`src/hw/rtl/qbs_pkg.sv`:
```
`timescale 1ns / 1ps
`default_nettype none
package qbs_pkg;

    localparam int DW_DEF = 32;
    localparam int FB_DEF = 16;

    // configuration register indexes
    localparam int CFG_IDX_W = 2;
    localparam logic [CFG_IDX_W-1:0] REG_KNOT0 = 2'd0;
    localparam logic [CFG_IDX_W-1:0] REG_KNOT1 = 2'd1;
    localparam logic [CFG_IDX_W-1:0] REG_KNOT2 = 2'd2;
    localparam logic [CFG_IDX_W-1:0] REG_KNOT3 = 2'd3;

    // queue between front and back
    localparam int QDEPTH = 4;
    localparam int QPTR_W = $clog2(QDEPTH);

    // span codes
    typedef logic [1:0] t_span;
    localparam t_span SPAN_NONE = 2'd0;
    localparam t_span SPAN_1    = 2'd1;
    localparam t_span SPAN_2    = 2'd2;
    localparam t_span SPAN_3    = 2'd3;

    typedef struct packed {
        t_span span;
        logic  e32;   // knot_3 == knot_2
        logic  e31;   // knot_3 == knot_1
    } t_cls;

    // width of numerators and denominators ahead of the divider
    function automatic int num_width(input int dw, input int fb);
        return 3 * dw + fb + 6;
    endfunction

endpackage
`default_nettype wire

```
`src/hw/rtl/qbs_front.sv`:
```
`timescale 1ns / 1ps
`default_nettype none
module qbs_front import qbs_pkg::*; #(
    parameter int DATA_WIDTH = DW_DEF,
    parameter int FRAC_BITS  = FB_DEF
) (
    input  wire logic                         i_clk,
    input  wire logic                         i_rst_n,
    input  wire logic                         i_cfg_we,
    input  wire logic [CFG_IDX_W-1:0]         i_cfg_idx,
    input  wire logic [DATA_WIDTH-1:0]        i_cfg_data,
    input  wire logic                         i_valid,
    output logic                              o_ready,
    input  wire logic [DATA_WIDTH-1:0]        i_sample_point,
    output logic                              o_valid,
    input  wire logic                         i_pop,
    output t_cls                              o_cls,
    output logic signed [DATA_WIDTH:0]        o_a,
    output logic signed [DATA_WIDTH:0]        o_b,
    output logic signed [DATA_WIDTH:0]        o_c,
    output logic signed [DATA_WIDTH:0]        o_d,
    output logic signed [DATA_WIDTH:0]        o_d10,
    output logic signed [DATA_WIDTH:0]        o_d20,
    output logic signed [DATA_WIDTH:0]        o_d21,
    output logic signed [DATA_WIDTH:0]        o_d31,
    output logic signed [DATA_WIDTH:0]        o_d32,
    output logic signed [DATA_WIDTH-1:0]      o_k3
);
    localparam int D1 = DATA_WIDTH + 1;
    localparam int CW = $bits(t_cls);
    localparam int EW = CW + 9 * D1 + DATA_WIDTH;

    logic signed [DATA_WIDTH-1:0] r_k0, r_k1, r_k2, r_k3;
    logic [EW-1:0]                r_q [QDEPTH];
    logic [QPTR_W-1:0]            r_wp, r_rp;
    logic [QPTR_W:0]              r_count;

    logic signed [DATA_WIDTH-1:0] t;
    logic signed [D1-1:0]         a, b, c, d, d10, d20, d21, d31, d32;
    t_cls                         cls;
    logic                         push;
    logic [EW-1:0]                head;

    // knot registers
    always_ff @(posedge i_clk) begin
        if (!i_rst_n) begin
            r_k0 <= '0;
            r_k1 <= DATA_WIDTH'(64'd1 << FRAC_BITS);
            r_k2 <= DATA_WIDTH'(64'd2 << FRAC_BITS);
            r_k3 <= DATA_WIDTH'(64'd3 << FRAC_BITS);
        end else if (i_cfg_we) begin
            unique case (i_cfg_idx)
                REG_KNOT0: r_k0 <= i_cfg_data;
                REG_KNOT1: r_k1 <= i_cfg_data;
                REG_KNOT2: r_k2 <= i_cfg_data;
                REG_KNOT3: r_k3 <= i_cfg_data;
                default: ;
            endcase
        end
    end

    // classify and take differences
    always_comb begin
        t   = i_sample_point;
        a   = D1'(t) - D1'(r_k0);
        b   = D1'(t) - D1'(r_k1);
        c   = D1'(r_k2) - D1'(t);
        d   = D1'(r_k3) - D1'(t);
        d10 = D1'(r_k1) - D1'(r_k0);
        d20 = D1'(r_k2) - D1'(r_k0);
        d21 = D1'(r_k2) - D1'(r_k1);
        d31 = D1'(r_k3) - D1'(r_k1);
        d32 = D1'(r_k3) - D1'(r_k2);
        cls.e32 = (r_k3 == r_k2);
        cls.e31 = (r_k3 == r_k1);
        if (t >= r_k0 && t < r_k1)       cls.span = SPAN_1;
        else if (t >= r_k1 && t < r_k2)  cls.span = SPAN_2;
        else if (t >= r_k2 && t <= r_k3) cls.span = SPAN_3;
        else                             cls.span = SPAN_NONE;
    end

    assign o_ready = (r_count != (QPTR_W+1)'(QDEPTH));
    assign push    = i_valid && o_ready;
    assign o_valid = (r_count != '0);

    always_ff @(posedge i_clk) begin
        if (push) begin
            r_q[r_wp] <= {cls, a, b, c, d, d10, d20, d21, d31, d32, t};
        end
    end

    always_ff @(posedge i_clk) begin
        if (!i_rst_n) begin
            r_wp    <= '0;
            r_rp    <= '0;
            r_count <= '0;
        end else begin
            if (push) r_wp <= r_wp + 1'b1;
            if (i_pop) r_rp <= r_rp + 1'b1;
            r_count <= r_count + (QPTR_W+1)'(push) - (QPTR_W+1)'(i_pop);
        end
    end

    assign head = r_q[r_rp];
    assign {o_cls, o_a, o_b, o_c, o_d, o_d10, o_d20, o_d21, o_d31, o_d32} =
        head[EW-1:DATA_WIDTH];
    // the k3 slot of each entry holds t; rebuild k3 from d = k3 - t
    assign o_k3 = DATA_WIDTH'(o_d + D1'($signed(head[DATA_WIDTH-1:0])));

    a_no_pop_empty: assert property (@(posedge i_clk) disable iff (!i_rst_n)
        i_pop |-> r_count != '0) else $error("queue popped while empty");
    a_count_track: assert property (@(posedge i_clk) disable iff (!i_rst_n)
        ##1 r_count == $past(r_count) + (QPTR_W+1)'($past(push))
                       - (QPTR_W+1)'($past(i_pop))) else $error("queue count mismatch");

endmodule
`default_nettype wire

```
`config.mk`:
```
export PLATFORM = sky130hd
export DESIGN_NAME = qbs_front
export DESIGN_NICKNAME = d
export VERILOG_FILES = /design/src/hw/rtl/qbs_pkg.sv /design/src/hw/rtl/qbs_front.sv
export SDC_FILE = /design/constraint.sdc
export NUM_CORES = 2
export LEC_CHECK = 0
export BUFFER_PORTS_ARGS = -buffer_cell sky130_fd_sc_hd__buf_2
export CORE_AREA = 10 10 433 435
export CTS_BUF_LIST = sky130_fd_sc_hd__clkbuf_2 sky130_fd_sc_hd__clkbuf_4 sky130_fd_sc_hd__clkbuf_8
export DETAILED_ROUTE_END_ITERATION = 10
export DIE_AREA = 0 0 443 445
export GPL_TIMING_DRIVEN = 0
export PLACE_DENSITY = 0.54
export SYNTH_ARGS = -nofsm -noshare
export SYNTH_HDL_FRONTEND = slang
export SYNTH_SLANG_ARGS = --single-unit
export TNS_END_PERCENT = 100
```
`constraint.sdc`:
```
create_clock -name i_clk -period 13.2 [get_ports i_clk]
set_input_delay 3.3 -clock i_clk [delete_from_list [all_inputs] [get_ports i_clk]]
set_output_delay 3.3 -clock i_clk [all_outputs]
set_load 0.01 [all_outputs]
```
* After elaboration in Yosys (flattened, before gate mapping)
Memories as Yosys holds them, arrays and structs flattened. A register that Yosys moved wholly into a read port is not among the register bits.
Cells that the tools add are included.
** Operators by class
- Muxes and demuxes :: 7
- Reductions and logical operators :: 10
- Order comparisons :: 6
- Add/sub/neg operators :: 14
- Equality and inequality tests :: 6
** Operators with widths (number)
- $sub 32x32->33 :: 9
- $ge 32x32->1 :: 3
- $eq 32x32->1 :: 2
- $lt 32x32->1 :: 2
- $add 32x32->32 :: 1
- $le 32x32->1 :: 1
- $mux 2 :: 5
- $reduce_and 2->1 :: 4
- $add 2x1->2 const B :: 2
- $eq 2x2->1 const B :: 2
- $logic_and 1x1->1 :: 4
- $add 3x1->3 :: 1
- $ne 3x3->1 const B :: 1
- $reduce_bool 3->1 :: 1
- $sub 3x1->3 :: 1
- $eq 2x1->1 const B :: 1
- $logic_not 2->1 :: 1
- $mux 1 :: 2
** Storage, ports and cells
- Output and inout port bits :: 335
- Flip-flop bits (word level) :: 135
- Memory bits (writable) :: 1332
- Memories :: 1
** Memories
- r_q :: words 4, bits a word 333, read ports 1, clocked after Yosys merged registers in 1, wr ports 1, RTL line qbs_front.sv:34 : logic [EW-1:0] r_q [QDEPTH];

* Depth between registers and ports, before layout
- Depth in word-level cells :: 5
- Mapped depth :: 16
- Depth with buffers taken out :: 13

* Worst setup path after synthesis
Ideal clock, no wire load.
- Kind :: input port to flip-flop
- From :: input port i_valid
- To :: memory r_q[0][0] (netlist bit), enable pin
- Path buffers :: 0
- Path slack :: 1544 ps
- Data arrival time :: 10916 ps
- Cell stages on the path :: 1
- Data required time :: 12460 ps
- Cells stage by stage :: and3_1
** Between the ends
- Word-level cells in the longest chain between the ends :: 3
** Ends and longest elaborated chain
- start: declaration :: RTL line qbs_front.sv:12 : input wire logic i_valid,
- $logic_and 1x1->1 :: RTL line qbs_front.sv:83 : assign push = i_valid && o_ready;
- $mux 1 :: RTL line qbs_front.sv:87 : if (push) begin
- $mux 1 (implied by the code) :: RTL line qbs_front.sv:88 : r_q[r_wp] <= {cls, a, b, c, d, d10, d20, d21, d31, d32, t};
- end: declaration :: RTL line qbs_front.sv:34
Every way passes these cells.

==> results.py <==
metrics = {
    "outcome": {
        "outcome": "finished, final reports clean",
    },
    "route": {
        "drtPass1Iterations": 8,
        "wl_per_cell_um": 28.7,
        "num_vias": 44500,
        "postRouteAntennaNets": 0,
        "drtIter0Drc": 4076,
        "route.detailed.drc": 0,
        "vias_per_cell": 5.58,
        "routed_wl_mm": 229,
    },
    "yosys": {
        "synth_top_flop_cell": "edfxtp_1",
        "synth_edf_count": 1332,
        "synth_nets": 5140,
        "syn_inst": 4729,
        "yosysMostFrequentCell": "edfxtp_1",
        "synth_cell_types": 79,
        "netlist.area_leader.share_pct": 57.7,
        "synth_area_sq_mm": 0.0693,
        "synth.avg_cell_area_sq_um": 14.7,
        "synth_top_cell_by_area": "edfxtp_1",
        "async_reset_ff_share_pct": 0,
        "synth_seq_cells": 1469,
        "ys_seq_area_share_pct": 61.6,
        "netlist_top_cells_count": "edfxtp_1 (1332), nand2_1 (404), mux4_2 (333)",
        "ys_top_cells_by_area": "edfxtp_1 (58%), mux4_2 (11%), ha_1 (5.9%), dfxtp_1 (4.0%), xnor2_1 (2.3%)",
        "yosysWarnings": 0,
    },
    "power": {
        "clock_power_share_pct": 29.3,
        "ir_drop_uv": 124,
        "p_leak_nw": 28.2,
        "p_comb_share_pct": 25.0,
        "power_w": 0.0131,
        "p_switching_w": 0.00403,
        "power_density_mw_per_mm2": 164,
        "p_int_w": 0.00906,
        "swShare_pct": 30.8,
        "seqPwrFrac_pct": 45.8,
    },
    "worst_setup_path": {
        "critPathCaptureType": "output pin",
        "cp_max_fo": 10,
        "cp-start-kind": "flop",
        "crit_arrival_ns": 8.28,
        "crit_required_ns": 9.90,
        "critical_path_class": "flop to output pin",
        "r2r_slack_ns": 8.05,
    },
    "die": {
        "io_pins": 406,
        "design.core.area_sq_mm": 0.178,
        "start_util_pct": 38.9,
        "core.rowCount": 155,
        "dieArea_sq_mm": 0.197,
        "die_w_um": 443,
        "die-height_um": 445,
    },
    "place": {
        "dp_cells": 7516,
        "pre_cts_slack_ns": 2.22,
        "numPortBuffers": 404,
        "finalWeightedCongestion": 0.929,
        "postPlaceCellArea_sq_mm": 0.0751,
        "place_hpwl_mm": 169,
    },
    "clock_tree": {
        "cts_hold_buf": 0,
        "cts-root-buf": "clkbuf_8",
        "cts.sinks": 1469,
        "htreeDepth": 4,
        "tritoncts": "done",
        "post_cts_resized": 0,
        "cts_setup_buffers": 0,
        "clock_latency_ns": 0.99,
        "clk_pin_slew_ns": 0.06,
        "clock_path_buffers": 3,
        "numCtsBuffers": 240,
    },
    "sta": {
        "max_slew_margin_pct": 15.0,
        "fin_ws_ns": 1.62,
        "worst_pin_slew_ns": 1.28,
        "finalSetupViolCount": 0,
        "hold_viol": 0,
        "min_period_over_period_pct": 87.7,
        "final.setup.tns_ns": 0,
        "rsz0062_at_grt": "no",
        "max_freq_ghz": 0.0863,
        "finalClockSkew_ns": 0.0631,
        "drv_slew": 0,
        "period_minus_slack_ns": 11.58,
    },
    "layout": {
        "multi_input_area_sq_mm": 0.0253,
        "ff_latch_area_sq_mm": 0.0427,
        "postLayoutCellArea_sq_mm": 0.0797,
        "area_growth_pct": 15.0,
        "layoutNonFillerInstCount": 7970,
        "fillers": 16000,
        "drive_above_1_share_pct": 21.0,
        "fin_nets": 5814,
    },
    "global_route": {
        "globalRoute.totalOverflow": 0,
        "grt_max_degree": 55,
        "grt_pass1_vias": 43400,
        "antenna_found_initial": 56,
        "grt_pass1_wl_mm": 320,
        "grt_use_total_pct": 22.5,
    },
    "flow_run": {
        "maxCapViolations": 0,
    },
    "min_path": {
        "hold_path.class": "flop to flop",
    },
}
==> cells in the final DEF, fill, tap and decap left out, types with 40 or more instances in the layout <==
cell	n
a21oi_1	243
clkbuf_1	102
a21boi_0	146
o21a_1	60
a21o_1	130
buf_2	404
o21ai_0	145
clkbuf_8	241
inv_1	218
edfxtp_1	1332
nor3_1	57
nor2_1	201
clkbuf_4	66
nand2_1	404
buf_1	40
nand3_1	61
xor2_1	72
dfxtp_1	137
xnor2_1	186
clkinv_1	71
nor2b_1	53
ha_1	329
mux4_2	333
==> flip-flops by register name, summed over array words and instances (netlist names), named ones only <==
signal and cells:
r_k3 32, r_rp 2, r_q 1332, r_k2 32
r_k1 32, r_wp 2, r_k0 32, r_count 3
==> logic make-up (layout without fill, tap and decap cells) <==
group	Yosys count	count (layout)	synth area share (%)
AND/OR/NAND/NOR	990	990	6.64
other	0	21	0
XOR/XNOR	258	258	3.26
AO/OA/AOI/OAI	976	976	9.42
adder cells (fa/ha/maj)	340	340	6.25
flip-flops	1469	1469	61.6
multiplexers	334	334	10.8
buffers and inverters	362	1227	1.96
==> stage by stage <==
step / utilization, % / hold slack (ns)
after global routing: 44.7 / 0.483
final: 44.7 / 0.464
after CTS: 44.7 / 0.465
after global placement: 41.7 / 0.450
after floorplan: - / 0.443
after detailed placement: 42.1 / 0.457
==> power groups by stage <==
stage	clock network [W]	logic [W]	registers, W
global placement	0	0.00322	0.00641
detailed placement	0	0.00332	0.00609
floorplan	0	0.00193	0.00620
CTS	0.00393	0.00333	0.00599
finish	0.00383	0.00327	0.00599
global route	0.00415	0.00353	0.00603
==> routing by layer <==
metal,GRT usage [%],part of all wire (%),vias up
met2,35.6,47,1702
li1,-,-,19800
met4,9.86,4.4,4
met1,30.4,43,22600
met3,4.04,6.2,388
met5,0,0.012,-
==> worst paths after layout <==
check / start / end / cells after the start
setup / recovery: flop / o_k3[30] / 15
hold reg to reg: r_k0[13] / r_k0[13] / 2
setup reg to reg: r_k1[1] / r_q[1][96] / 11
hold / removal: r_k0[13] / r_k0[13] / 2
==> final cells by class <==
type                            count  area share [%]
Antenna cell                       21          0.0659
Buffer                            144           0.681
Sequential cell                  1469            53.6
Timing Repair Buffer              432            3.46
Tap cell                         2355            3.70
Multi-Input combinational cell   2898            31.7
Inverter                          218            1.03
Clock inverter                    126            1.00
Clock buffer                      307            4.78
==> critical path, cell delays in order, from the launching register on <==
cell and delay (ns):
dfxtp_1 0.31, clkbuf_1 0.72, clkbuf_1 0.94, buf_1 0.85, mux4_2 0.68, ha_1 0.39, a21o_1 0.29, or3_1 0.35
o211ai_1 0.60, o31a_1 0.33, o21ai_1 0.19, a2111oi_0 0.91, o31ai_1 0.17, a21oi_1 0.21, xnor2_1 0.14, buf_2 0.16
(Power assumes the default switching activity.)
